**src/sv/hbc_pkg.sv**
```systemverilog
// ----------------------------------------------------------------------------
// hbc_pkg
// Shared types, codes and widths of the hashed block buffer cache.
// ----------------------------------------------------------------------------
package hbc_pkg;

    // Default table geometry.
    localparam int DEF_NUM_BUFFERS = 32;
    localparam int DEF_NUM_BUCKETS = 13;

    // Fixed field widths.
    localparam int DEV_W    = 8;
    localparam int BLK_W    = 32;
    localparam int HDL_W    = 5;
    localparam int IDX_W    = 5;
    localparam int CNT_W    = 8;
    localparam int BKT_W    = 4;
    localparam int STAMP_W  = 32;
    localparam int S_DATA_W = 48;
    localparam int S_USER_W = 2;
    localparam int M_DATA_W = 16;

    localparam logic [CNT_W-1:0] CNT_MAX = '1;

    // Request kinds.
    typedef enum logic [1:0] {
        K_GET     = 2'd0,
        K_RELEASE = 2'd1,
        K_PIN     = 2'd2,
        K_UNPIN   = 2'd3
    } t_kind;

    // Result status codes.
    typedef enum logic [1:0] {
        STS_OK    = 2'd0,
        STS_NOBUF = 2'd1,
        STS_UNDER = 2'd2,
        STS_SAT   = 2'd3
    } t_status;

    // Sequencer states.
    typedef enum logic [2:0] {
        S_IDLE,
        S_MOD,
        S_SCAN,
        S_DECIDE,
        S_HREAD,
        S_HCALC,
        S_RESULT
    } t_state;

    // One tag table entry as held in the RAM.
    typedef struct packed {
        logic [DEV_W-1:0]   device;
        logic [BLK_W-1:0]   block;
        logic [CNT_W-1:0]   count;
        logic               filled;
        logic [BKT_W-1:0]   bucket;
        logic [STAMP_W-1:0] stamp;
    } t_entry;

    localparam int ENTRY_W = $bits(t_entry);

    // One result item, entry index in the lowest bits.
    typedef struct packed {
        logic [CNT_W-1:0] ref_count;
        t_status          status;
        logic             need_fill;
        logic [IDX_W-1:0] entry_index;
    } t_result;

    // Control from the sequencer to the scan unit.
    typedef struct packed {
        logic clear;
        logic step;
    } t_scan_ctl;

    // Which candidates the scan unit has found.
    typedef struct packed {
        logic hit;
        logic own;
        logic stl;
    } t_scan_flags;

endpackage

```
**src/sv/hbc_ram.sv**
```systemverilog
// ----------------------------------------------------------------------------
// hbc_ram
// Generic single-write, single-read RAM with a registered read port.
// ----------------------------------------------------------------------------
module hbc_ram #(
    parameter int WIDTH = 8,
    parameter int DEPTH = 32
) (
    input  logic                     i_clk,
    input  logic                     i_we,
    input  logic [$clog2(DEPTH)-1:0] i_waddr,
    input  logic [WIDTH-1:0]         i_wdata,
    input  logic [$clog2(DEPTH)-1:0] i_raddr,
    output logic [WIDTH-1:0]         o_rdata
);
    logic [WIDTH-1:0] r_mem [DEPTH];

    // Write port and registered read port.
    always_ff @(posedge i_clk) begin
        if (i_we) begin
            r_mem[i_waddr] <= i_wdata;
        end
        o_rdata <= r_mem[i_raddr];
    end

endmodule

```
**src/sv/hbc_mod.sv**
```systemverilog
// ----------------------------------------------------------------------------
// hbc_mod
// Block number modulo the bucket count, four bits per cycle, MSB first.
// ----------------------------------------------------------------------------
module hbc_mod #(
    parameter int NUM_BUCKETS = hbc_pkg::DEF_NUM_BUCKETS
) (
    input  logic                       i_clk,
    input  logic                       i_rst_n,
    input  logic                       i_start,
    input  logic [hbc_pkg::BLK_W-1:0]  i_value,
    output logic                       o_busy,
    output logic [hbc_pkg::BKT_W-1:0]  o_rem
);
    import hbc_pkg::*;

    localparam int NIB_N = BLK_W / 4;
    localparam int CW    = $clog2(NIB_N);
    localparam logic [7:0] M1 = 8'(NUM_BUCKETS);
    localparam logic [7:0] M2 = 8'(NUM_BUCKETS * 2);
    localparam logic [7:0] M4 = 8'(NUM_BUCKETS * 4);
    localparam logic [7:0] M8 = 8'(NUM_BUCKETS * 8);
    localparam logic [CW-1:0] LAST = CW'(NIB_N - 1);

    logic             r_busy;
    logic [CW-1:0]    r_cnt;
    logic [BLK_W-1:0] r_val;
    logic [BKT_W-1:0] r_rem;
    logic [7:0]       t0, t1, t2, t3, t4;

    // Remainder step: the shifted value stays below 16 times the modulus,
    // so four conditional subtractions bring it back below the modulus.
    always_comb begin
        t0 = {r_rem, r_val[BLK_W-1 -: 4]};
        t1 = (t0 >= M8) ? 8'(t0 - M8) : t0;
        t2 = (t1 >= M4) ? 8'(t1 - M4) : t1;
        t3 = (t2 >= M2) ? 8'(t2 - M2) : t2;
        t4 = (t3 >= M1) ? 8'(t3 - M1) : t3;
    end

    // Busy flag and nibble counter.
    always_ff @(posedge i_clk) begin
        if (!i_rst_n) begin
            r_busy <= 1'b0;
            r_cnt  <= '0;
        end else if (i_start) begin
            r_busy <= 1'b1;
            r_cnt  <= '0;
        end else if (r_busy) begin
            r_cnt <= CW'(r_cnt + 1'b1);
            if (r_cnt == LAST) begin
                r_busy <= 1'b0;
            end
        end
    end

    // Value shifter and running remainder.
    always_ff @(posedge i_clk) begin
        if (i_start) begin
            r_val <= i_value;
            r_rem <= '0;
        end else if (r_busy) begin
            r_val <= {r_val[BLK_W-5:0], 4'b0};
            r_rem <= t4[BKT_W-1:0];
        end
    end

    assign o_busy = r_busy;
    assign o_rem  = r_rem;

endmodule

```
**src/sv/hbc_scan.sv**
```systemverilog
// ----------------------------------------------------------------------------
// hbc_scan
// Candidate tracker: looks at one table entry per step and keeps the newest
// match, the oldest free entry of the own bucket and the steal candidate.
// ----------------------------------------------------------------------------
module hbc_scan #(
    parameter int NUM_BUFFERS = hbc_pkg::DEF_NUM_BUFFERS
) (
    input  logic                                 i_clk,
    input  logic                                 i_rst_n,
    input  hbc_pkg::t_scan_ctl                   i_ctl,
    input  logic [$clog2(NUM_BUFFERS)-1:0]       i_idx,
    input  hbc_pkg::t_entry                      i_entry,
    input  logic [hbc_pkg::DEV_W-1:0]            i_dev,
    input  logic [hbc_pkg::BLK_W-1:0]            i_blk,
    input  logic [hbc_pkg::BKT_W-1:0]            i_bkt,
    output hbc_pkg::t_scan_flags                 o_flags,
    output logic [$clog2(NUM_BUFFERS)-1:0]       o_hit_idx,
    output logic [hbc_pkg::STAMP_W-1:0]          o_hit_stamp,
    output logic [hbc_pkg::CNT_W-1:0]            o_hit_count,
    output logic                                 o_hit_filled,
    output logic [$clog2(NUM_BUFFERS)-1:0]       o_own_idx,
    output logic [hbc_pkg::STAMP_W-1:0]          o_own_stamp,
    output logic [$clog2(NUM_BUFFERS)-1:0]       o_stl_idx
);
    import hbc_pkg::*;

    localparam int AW = $clog2(NUM_BUFFERS);

    t_scan_flags        r_flags;
    logic [AW-1:0]      r_hit_idx, r_own_idx, r_stl_idx;
    logic [STAMP_W-1:0] r_hit_stamp, r_own_stamp, r_stl_stamp;
    logic [CNT_W-1:0]   r_hit_count;
    logic               r_hit_filled;
    logic [BKT_W-1:0]   r_stl_bkt;
    logic               is_free, is_match, take_hit, take_own, take_stl;

    // Compare the entry under view against the current candidates. Ties go
    // to the lower index, since entries arrive in ascending order.
    always_comb begin
        is_free  = (i_entry.count == '0);
        is_match = (i_entry.bucket == i_bkt) && (i_entry.device == i_dev) &&
                   (i_entry.block == i_blk);
        take_hit = i_ctl.step && is_match &&
                   (!r_flags.hit || (i_entry.stamp > r_hit_stamp));
        take_own = i_ctl.step && is_free && (i_entry.bucket == i_bkt) &&
                   (!r_flags.own || (i_entry.stamp < r_own_stamp));
        take_stl = i_ctl.step && is_free && (i_entry.bucket != i_bkt) &&
                   (!r_flags.stl || (i_entry.bucket < r_stl_bkt) ||
                    ((i_entry.bucket == r_stl_bkt) && (i_entry.stamp < r_stl_stamp)));
    end

    // Found flags.
    always_ff @(posedge i_clk) begin
        if (!i_rst_n || i_ctl.clear) begin
            r_flags <= '0;
        end else begin
            if (take_hit) r_flags.hit <= 1'b1;
            if (take_own) r_flags.own <= 1'b1;
            if (take_stl) r_flags.stl <= 1'b1;
        end
    end

    // Candidate payload.
    always_ff @(posedge i_clk) begin
        if (take_hit) begin
            r_hit_idx    <= i_idx;
            r_hit_stamp  <= i_entry.stamp;
            r_hit_count  <= i_entry.count;
            r_hit_filled <= i_entry.filled;
        end
        if (take_own) begin
            r_own_idx   <= i_idx;
            r_own_stamp <= i_entry.stamp;
        end
        if (take_stl) begin
            r_stl_idx   <= i_idx;
            r_stl_stamp <= i_entry.stamp;
            r_stl_bkt   <= i_entry.bucket;
        end
    end

    assign o_flags      = r_flags;
    assign o_hit_idx    = r_hit_idx;
    assign o_hit_stamp  = r_hit_stamp;
    assign o_hit_count  = r_hit_count;
    assign o_hit_filled = r_hit_filled;
    assign o_own_idx    = r_own_idx;
    assign o_own_stamp  = r_own_stamp;
    assign o_stl_idx    = r_stl_idx;

endmodule

```
**src/sv/hashed_block_buffer_cache.sv**
```systemverilog
// ----------------------------------------------------------------------------
// hashed_block_buffer_cache
// Tag table of a block buffer cache with hashed buckets, reference counts
// and stealing of free entries from other buckets.
// ----------------------------------------------------------------------------
// Usage: requests arrive on the slave stream (s_t*), one item per request;
// s_tuser carries the kind (get, release, pin, unpin). Each request yields
// exactly one result item on the master stream (m_t*).
// A get first reduces the block number modulo the bucket count, four bits a
// cycle, then walks the whole tag RAM once, one entry a cycle through its read
// port, then decides and writes the chosen entry back. Release, pin and unpin
// read a single entry and, when the handle is in range, rewrite it.
// The RAM read port and the sequencer handle one request at a time, so
// s_tready is high only while the block is idle; a request may be taken
// while the previous result still waits in the output register.
// If the receiver stalls, the result holds in the output register and a
// finished request waits before being reported.
// Reset is synchronous and active low; it clears the entry valid bits, so
// every entry reads back as its reset value until first written, and the
// stamp counter returns to NUM_BUFFERS. No clearing pass is needed.
// ----------------------------------------------------------------------------
module hashed_block_buffer_cache #(
    parameter int NUM_BUFFERS = hbc_pkg::DEF_NUM_BUFFERS,
    parameter int NUM_BUCKETS = hbc_pkg::DEF_NUM_BUCKETS
) (
    input  logic                          i_clk,
    input  logic                          i_rst_n,
    input  logic                          s_tvalid,
    output logic                          s_tready,
    // device[7:0], block_number[39:8], buffer_handle[44:40], zero[47:45]
    input  logic [hbc_pkg::S_DATA_W-1:0]  s_tdata,
    // kind[1:0]
    input  logic [hbc_pkg::S_USER_W-1:0]  s_tuser,
    output logic                          m_tvalid,
    input  logic                          m_tready,
    // entry_index[4:0], need_fill[5], status[7:6], ref_count[15:8]
    output logic [hbc_pkg::M_DATA_W-1:0]  m_tdata
);
    import hbc_pkg::*;

    localparam int AW = $clog2(NUM_BUFFERS);
    localparam logic [AW:0] NB_C = (AW+1)'(NUM_BUFFERS);

    t_state             r_state, n_state;
    t_kind              r_kind;
    logic [DEV_W-1:0]   r_dev;
    logic [BLK_W-1:0]   r_blk;
    logic [HDL_W-1:0]   r_hdl;
    logic [AW:0]        r_idx, n_idx;
    logic               r_pend, n_pend;
    logic [AW-1:0]      r_pidx;
    logic [NUM_BUFFERS-1:0] r_valid;
    logic               r_rd_vld;
    logic [STAMP_W-1:0] r_stamp_ctr, n_stamp_ctr;
    t_result            r_res, n_res;
    t_result            r_out, n_out;
    logic               r_out_vld, n_out_vld;

    logic               ram_we;
    logic [AW-1:0]      ram_waddr, ram_raddr;
    t_entry             ram_wdata, ram_rdata, rd_entry;

    logic               mod_start, mod_busy;
    logic [BKT_W-1:0]   bkt;

    t_scan_ctl          scan_ctl;
    t_scan_flags        scan_flags;
    logic [AW-1:0]      hit_idx, own_idx, stl_idx;
    logic [STAMP_W-1:0] hit_stamp, own_stamp;
    logic [CNT_W-1:0]   hit_count;
    logic               hit_filled;

    logic [AW+HDL_W-1:0] hdl_ext;
    logic [AW-1:0]      hdl_addr;
    logic               hdl_ok;
    logic [CNT_W-1:0]   new_count;
    logic               out_free;

    // Handle to table address, and its range check.
    assign hdl_ext  = {{AW{1'b0}}, r_hdl};
    assign hdl_addr = hdl_ext[AW-1:0];
    assign hdl_ok   = (32'(r_hdl) < 32'(NUM_BUFFERS));
    assign out_free = !r_out_vld || m_tready;

    // Entry under view: a never-written entry reads as its reset value.
    always_comb begin
        if (r_rd_vld) begin
            rd_entry = ram_rdata;
        end else begin
            rd_entry       = '0;
            rd_entry.stamp = STAMP_W'(r_pidx);
        end
    end

    // Tag table storage.
    hbc_ram #(
        .WIDTH (ENTRY_W),
        .DEPTH (NUM_BUFFERS)
    ) u_ram (
        .i_clk   (i_clk),
        .i_we    (ram_we),
        .i_waddr (ram_waddr),
        .i_wdata (ram_wdata),
        .i_raddr (ram_raddr),
        .o_rdata (ram_rdata)
    );

    // Bucket of the requested block.
    hbc_mod #(
        .NUM_BUCKETS (NUM_BUCKETS)
    ) u_mod (
        .i_clk   (i_clk),
        .i_rst_n (i_rst_n),
        .i_start (mod_start),
        .i_value (s_tdata[DEV_W +: BLK_W]),
        .o_busy  (mod_busy),
        .o_rem   (bkt)
    );

    // Candidate tracking during the table walk.
    hbc_scan #(
        .NUM_BUFFERS (NUM_BUFFERS)
    ) u_scan (
        .i_clk        (i_clk),
        .i_rst_n      (i_rst_n),
        .i_ctl        (scan_ctl),
        .i_idx        (r_pidx),
        .i_entry      (rd_entry),
        .i_dev        (r_dev),
        .i_blk        (r_blk),
        .i_bkt        (bkt),
        .o_flags      (scan_flags),
        .o_hit_idx    (hit_idx),
        .o_hit_stamp  (hit_stamp),
        .o_hit_count  (hit_count),
        .o_hit_filled (hit_filled),
        .o_own_idx    (own_idx),
        .o_own_stamp  (own_stamp),
        .o_stl_idx    (stl_idx)
    );

    // Next state.
    always_comb begin
        n_state = r_state;
        case (r_state)
            S_IDLE: begin
                if (s_tvalid) begin
                    n_state = (t_kind'(s_tuser) == K_GET) ? S_MOD : S_HREAD;
                end
            end
            S_MOD: begin
                if (!mod_busy) n_state = S_SCAN;
            end
            S_SCAN: begin
                if ((r_idx == NB_C) && !r_pend) n_state = S_DECIDE;
            end
            S_DECIDE: n_state = S_RESULT;
            S_HREAD:  n_state = S_HCALC;
            S_HCALC:  n_state = S_RESULT;
            S_RESULT: begin
                if (out_free) n_state = S_IDLE;
            end
            default:  n_state = S_IDLE;
        endcase
    end

    // Sequencer outputs and datapath control.
    always_comb begin
        s_tready    = 1'b0;
        mod_start   = 1'b0;
        scan_ctl    = '0;
        n_idx       = r_idx;
        n_pend      = 1'b0;
        n_stamp_ctr = r_stamp_ctr;
        n_res       = r_res;
        n_out       = r_out;
        n_out_vld   = r_out_vld && !m_tready;
        ram_we      = 1'b0;
        ram_waddr   = hdl_addr;
        ram_raddr   = r_idx[AW-1:0];
        ram_wdata   = rd_entry;
        new_count   = '0;
        case (r_state)
            S_IDLE: begin
                s_tready = 1'b1;
                if (s_tvalid) begin
                    mod_start      = (t_kind'(s_tuser) == K_GET);
                    scan_ctl.clear = 1'b1;
                    n_idx          = '0;
                end
            end
            S_SCAN: begin
                scan_ctl.step = r_pend;
                if (r_idx != NB_C) begin
                    n_idx  = (AW+1)'(r_idx + 1'b1);
                    n_pend = 1'b1;
                end
            end
            S_DECIDE: begin
                ram_wdata.device = r_dev;
                ram_wdata.block  = r_blk;
                ram_wdata.filled = 1'b1;
                ram_wdata.bucket = bkt;
                if (scan_flags.hit) begin
                    // Hit: one more reference, saturating.
                    new_count = (hit_count == CNT_MAX) ? hit_count :
                                CNT_W'(hit_count + 1'b1);
                    ram_we            = 1'b1;
                    ram_waddr         = hit_idx;
                    ram_wdata.count   = new_count;
                    ram_wdata.stamp   = hit_stamp;
                    n_res.entry_index = IDX_W'({{IDX_W{1'b0}}, hit_idx});
                    n_res.need_fill   = !hit_filled;
                    n_res.status      = (hit_count == CNT_MAX) ? STS_SAT : STS_OK;
                    n_res.ref_count   = new_count;
                end else if (scan_flags.own || scan_flags.stl) begin
                    // Reuse in the own bucket keeps the stamp; a steal
                    // takes a fresh one.
                    ram_we          = 1'b1;
                    ram_wdata.count = CNT_W'(1);
                    if (scan_flags.own) begin
                        ram_waddr       = own_idx;
                        ram_wdata.stamp = own_stamp;
                    end else begin
                        ram_waddr       = stl_idx;
                        ram_wdata.stamp = r_stamp_ctr;
                        n_stamp_ctr     = STAMP_W'(r_stamp_ctr + 1'b1);
                    end
                    n_res.entry_index = IDX_W'({{IDX_W{1'b0}}, ram_waddr});
                    n_res.need_fill   = 1'b1;
                    n_res.status      = STS_OK;
                    n_res.ref_count   = CNT_W'(1);
                end else begin
                    n_res.entry_index = '0;
                    n_res.need_fill   = 1'b0;
                    n_res.status      = STS_NOBUF;
                    n_res.ref_count   = '0;
                end
            end
            S_HREAD: begin
                ram_raddr = hdl_addr;
            end
            S_HCALC: begin
                n_res.entry_index = r_hdl;
                n_res.need_fill   = 1'b0;
                if (!hdl_ok) begin
                    n_res.status    = STS_NOBUF;
                    n_res.ref_count = '0;
                end else begin
                    if (r_kind == K_PIN) begin
                        if (rd_entry.count == CNT_MAX) begin
                            new_count    = rd_entry.count;
                            n_res.status = STS_SAT;
                        end else begin
                            new_count    = CNT_W'(rd_entry.count + 1'b1);
                            n_res.status = STS_OK;
                        end
                    end else begin
                        if (rd_entry.count == '0) begin
                            new_count    = rd_entry.count;
                            n_res.status = STS_UNDER;
                        end else begin
                            new_count    = CNT_W'(rd_entry.count - 1'b1);
                            n_res.status = STS_OK;
                        end
                    end
                    ram_we          = 1'b1;
                    ram_wdata.count = new_count;
                    n_res.ref_count = new_count;
                end
            end
            S_RESULT: begin
                if (out_free) begin
                    n_out     = r_res;
                    n_out_vld = 1'b1;
                end
            end
            default: begin
            end
        endcase
    end

    // Control registers.
    always_ff @(posedge i_clk) begin
        if (!i_rst_n) begin
            r_state     <= S_IDLE;
            r_pend      <= 1'b0;
            r_idx       <= '0;
            r_valid     <= '0;
            r_stamp_ctr <= STAMP_W'(NUM_BUFFERS);
            r_out_vld   <= 1'b0;
        end else begin
            r_state     <= n_state;
            r_pend      <= n_pend;
            r_idx       <= n_idx;
            r_stamp_ctr <= n_stamp_ctr;
            r_out_vld   <= n_out_vld;
            if (ram_we) begin
                r_valid[ram_waddr] <= 1'b1;
            end
        end
    end

    // Payload registers: request, read tracking and results.
    always_ff @(posedge i_clk) begin
        if (s_tready && s_tvalid) begin
            r_kind <= t_kind'(s_tuser);
            r_dev  <= s_tdata[0 +: DEV_W];
            r_blk  <= s_tdata[DEV_W +: BLK_W];
            r_hdl  <= s_tdata[DEV_W + BLK_W +: HDL_W];
        end
        r_pidx   <= ram_raddr;
        r_rd_vld <= r_valid[ram_raddr];
        r_res    <= n_res;
        r_out    <= n_out;
    end

    assign m_tvalid = r_out_vld;
    assign m_tdata  = {r_out.ref_count, r_out.status, r_out.need_fill, r_out.entry_index};

endmodule

```
**config.mk**
```make
export PLATFORM = sky130hd
export DESIGN_NAME = hashed_block_buffer_cache
export DESIGN_NICKNAME = d
export VERILOG_FILES = /design/src/sv/hbc_pkg.sv /design/src/sv/hbc_ram.sv /design/src/sv/hbc_mod.sv /design/src/sv/hbc_scan.sv /design/src/sv/hashed_block_buffer_cache.sv
export SDC_FILE = /design/constraint.sdc
export NUM_CORES = 2
export LEC_CHECK = 0
export BUFFER_PORTS_ARGS = -buffer_cell sky130_fd_sc_hd__buf_2
export CORE_MARGIN = 10
export CORE_UTILIZATION = 39
export CTS_BUF_LIST = sky130_fd_sc_hd__clkbuf_8
export DETAILED_ROUTE_END_ITERATION = 8
export SLEW_MARGIN = 25
export SYNTH_ARGS = -nofsm -noshare
export SYNTH_HDL_FRONTEND = slang
export SYNTH_SLANG_ARGS = --single-unit
export TNS_END_PERCENT = 5
```
**constraint.sdc**
```tcl
create_clock -name i_clk -period 14.4 [get_ports i_clk]
set_input_delay 2.16 -clock i_clk [delete_from_list [all_inputs] [get_ports i_clk]]
set_output_delay 2.16 -clock i_clk [all_outputs]
set_load 0.1 [all_outputs]
```
==> impl_results.md <==
- Worst-path cell chain: nor3b_4 -> nor2_1 -> a21oi_4 -> buf_4 -> buf_12 -> buf_4 -> buf_4 -> nand2_1 -> and3_1 -> a311oi_1 -> a311oi_1 -> a311oi_1 -> a21o_1
- Number of hold buffers added after CTS: 0
- Clk sinks: 3132
- Clk pin slew, worst setup/hold paths: roughly 0.06 ns
- Rows: roughly 210
- CTS H-Tree Depth: 6
- Antenna violations before repair: 13
- Met3 Routed Length: 32.29 mm
- Distinct cell type count after synthesis: 79
- Die extent in x: 590.5 um
- Final TNS setup: 0 ns
- Hold Fails Final Rpt: 0
- Yosys top cell by area: edfxtp_1
- Seq/Total Area, Yosys: between 70 and 80%
- CTS tree: done
- GRT Total Usage: 20.58%
- WP data required: 15.51 ns
- Pins Over Slew Limit: 0
- DP HPWL: 187.9 mm
- GRT Residual Overflow: 0
- # setup viols final: 0
- Clk root buf: clkbuf_8
- Fin nets: around 10000
- Setup Skew: roughly 0.056 ns
- Top sig layer: met5
- Power per cell area: 160.7 nW/um^2
- CTS resizes: 0
- Routed wire length: 373.5 mm
- Final setup margin: 8.344 ns
- Slew headroom: 25.46%
- Initial core utilization: 39.17%
- Fillers: 29016
- Leak pwr: approximately 51 nW
- Initial drt markers: 10540
- Ranking of synthesized cells by area: edfxtp_1 (70%), nand2_1 (8.8%), nand3_1 (5.7%)
- Syn-to-layout area delta: 12.11%
- Top FF cell, synth: edfxtp_1
- Antenna Nets Post-Route: 0
- Clock Latency Late Sink: 1.17 ns
- Max stage delay on crit path: 0.76 ns
- Max-Cap Viols: 0
- Synth top cells by count: nand2_1 (2978), edfxtp_1 (2955), nand3_1 (1452)
- Slowest stage cell, crit path: buf_4
- Worst Hold Class: reg2reg
- Crit path time final: slightly above 6 ns
- Clk buf depth: 4
- EDFF count, synth: 2955
- Crit-path max FO: 165
- Port Buffers: about 70
- Placed Area: 132600 um^2
- Cells after Synth: 10035
- Tcrit/Tclk final: 42.05%
- Flops & latches, synth: 3132
- Length of routed met2 wiring: roughly 180 mm
- Die height: 590.5 um
- Fmax: 165.1 MHz
- Detailed-route vias per instance: 5.643
- Pin count of the biggest net entering global routing: 174
- Gpl congestion: roughly 0.8
- Async SR Flop Fraction: 0%
- Syn avg cell area: 12.65 um^2
- Design Area, Final: approximately 140000 um^2
- DR pass1 iterations: 6
- WL/cell: 25.06 um
- Setup Crit Path Kind: reg2reg
- Reg-to-reg setup timing slack: between 8 and 9 ns
- Yosys top cell area share: 69.91%
- Setup bufs post-CTS: 0
- Area of the mapped netlist: 126900 um^2
- Number of global-route vias before repair: 81082
- # IOs: 72
- Peak VDD IR: 98.49 uV
- Worst setup EP type: flip-flop
- Via Count: 84096
- Total CTS buffers: 521
- Hold_ws: 0.4207 ns
- Core Box Area: 324000 um^2
- Layout cells sized above 1: between 10% and 20%
- Syn. warnings: 0
- First-pass GRT wire length: 542.9 mm
- Syn Nets: a little over 10000
- Status: finished clean
- Setup WS pre-CTS: approximately 8.4 ns
- Startpoint Class: flip-flop
- Met1 wire length: 153.5 mm
- Worst-margin pin slew: 1.118 ns
- Most frequent cell after synthesis: nand2_1
- CP Data Arrival Time: 7.17 ns
- DRC violations left: 0
- Setup repair after global routing missed its margin: no
- Die area: around 350000 um^2
-- layout by cell type (no fill, tap or decap), types with 20 or more instances in the layout --
cell type and instances:
clkbuf_8 570, nand3_1 1452, a21oi_1 36, buf_12 21, ha_1 109, mux2_2 34, nor2b_1 20, nor2_1 60
nand4_1 37, buf_4 181, clkinv_2 37, a311oi_1 432, o21a_1 47, xnor2_1 47, and3_1 186, nand2_1 2975
o221ai_2 22, a31oi_1 89, edfxtp_1 2955, clkinv_1 66, nor2_4 33, dfxtp_1 175, and2_1 56, inv_1 320
a22oi_1 25, o21ai_0 78, mux2i_1 41, buf_2 68, a21o_1 115
-- final timing paths --
check,start,end,cells past startpoint
min,r_res[1]$_DFFE_PN_,m_tdata[1]$_DFFE_PP_,0
max reg2reg,r_state[2]$_SDFFE_PN0P_,u_ram.o_rdata[39]$_DFF_P_,13
min reg2reg,r_res[1]$_DFFE_PN_,m_tdata[1]$_DFFE_PP_,0
max,r_state[2]$_SDFFE_PN0P_,u_ram.o_rdata[39]$_DFF_P_,13
-- area by class of cell --
class	count	area (um^2)	area share (%)
Sequential cell	3132	92280	64.85
Multi-Input combinational cell	6111	32170	22.60
Clock buffer	570	7845	5.513
Tap cell	4325	5411	3.803
Timing Repair Buffer	277	2300	1.616
Clock inverter	350	1758	1.235
Inverter	128	505.5	0.3552
Antenna cell	11	27.53	0.01934
-- logic make-up (layout without fill, tap and decap cells) --
logic type / count (synthesis) / in the layout / share of synthesized area [%]
buffers and inverters: 792 / 1325 / 2.577
AND/OR/NAND/NOR: 4911 / 4911 / 16.77
XOR/XNOR: 62 / 62 / 0.4278
other: 0 / 11 / 0
adder cells (fa/ha/maj): 110 / 110 / 1.082
multiplexers: 79 / 79 / 0.6605
AO/OA/AOI/OAI: 949 / 949 / 5.783
flip-flops: 3132 / 3132 / 72.70
-- metrics by stage --
stage | utilization (%) | std cells | total power [W]
final | 43.92 | 14904 | 0.02286
after global routing | 43.91 | 14899 | 0.02381
after CTS | 43.89 | 14890 | 0.02293
after detailed placement | 40.92 | 13970 | 0.01567
after global placement | 40.80 | 13961 | 0.01554
after floorplan | - | 10035 | 0.01419
-- worst max-delay path: cells and delay by family, from the launching register on --
family                 cells  cell delay (ns)
AND/OR/NAND/NOR            4             1.17
buffers and inverters      4             2.88
AO/OA/AOI/OAI              5             1.08
flip-flops                 1             0.64
-- per-layer routing --
metal  GRT usage (%)  up-vias
li1                -    37126
met1           28.09    42186
met2           33.57     4073
met3           3.268      705
met4           7.086        6
met5               0        -
-- where the power goes --
| part | switching (W) | total, W | internal (W) |
|---|---|---|---|
| clock | 0.00358 | 0.00731 | 0.00373 |
| sequential | 0.000237 | 0.0112 | 0.0110 |
| combinational | 0.00315 | 0.00433 | 0.00118 |
| total | 0.00697 | 0.0229 | 0.0159 |
-- registers in the layout (all words and copies together) (netlist names), 3 cells and up --
register and count:
r_idx 6, u_scan.o_hit_count 8, u_mod.r_cnt 3, r_valid 32, u_scan.r_stl_bkt 4, u_scan.o_own_stamp 32
r_blk 32, u_scan.o_hit_idx 5, u_scan.o_stl_idx 5, m_tdata 16, u_ram.r_mem 2720, u_scan.r_stl_stamp 32
u_scan.o_own_idx 5, r_stamp_ctr 32, u_scan.o_flags 3, u_ram.o_rdata 85, r_pidx 5, r_state 3
hdl_addr 5, u_mod.o_rem 4, r_res 16, r_dev 8, u_mod.r_val 32, u_scan.o_hit_stamp 32
(Power assumes the default switching activity.)
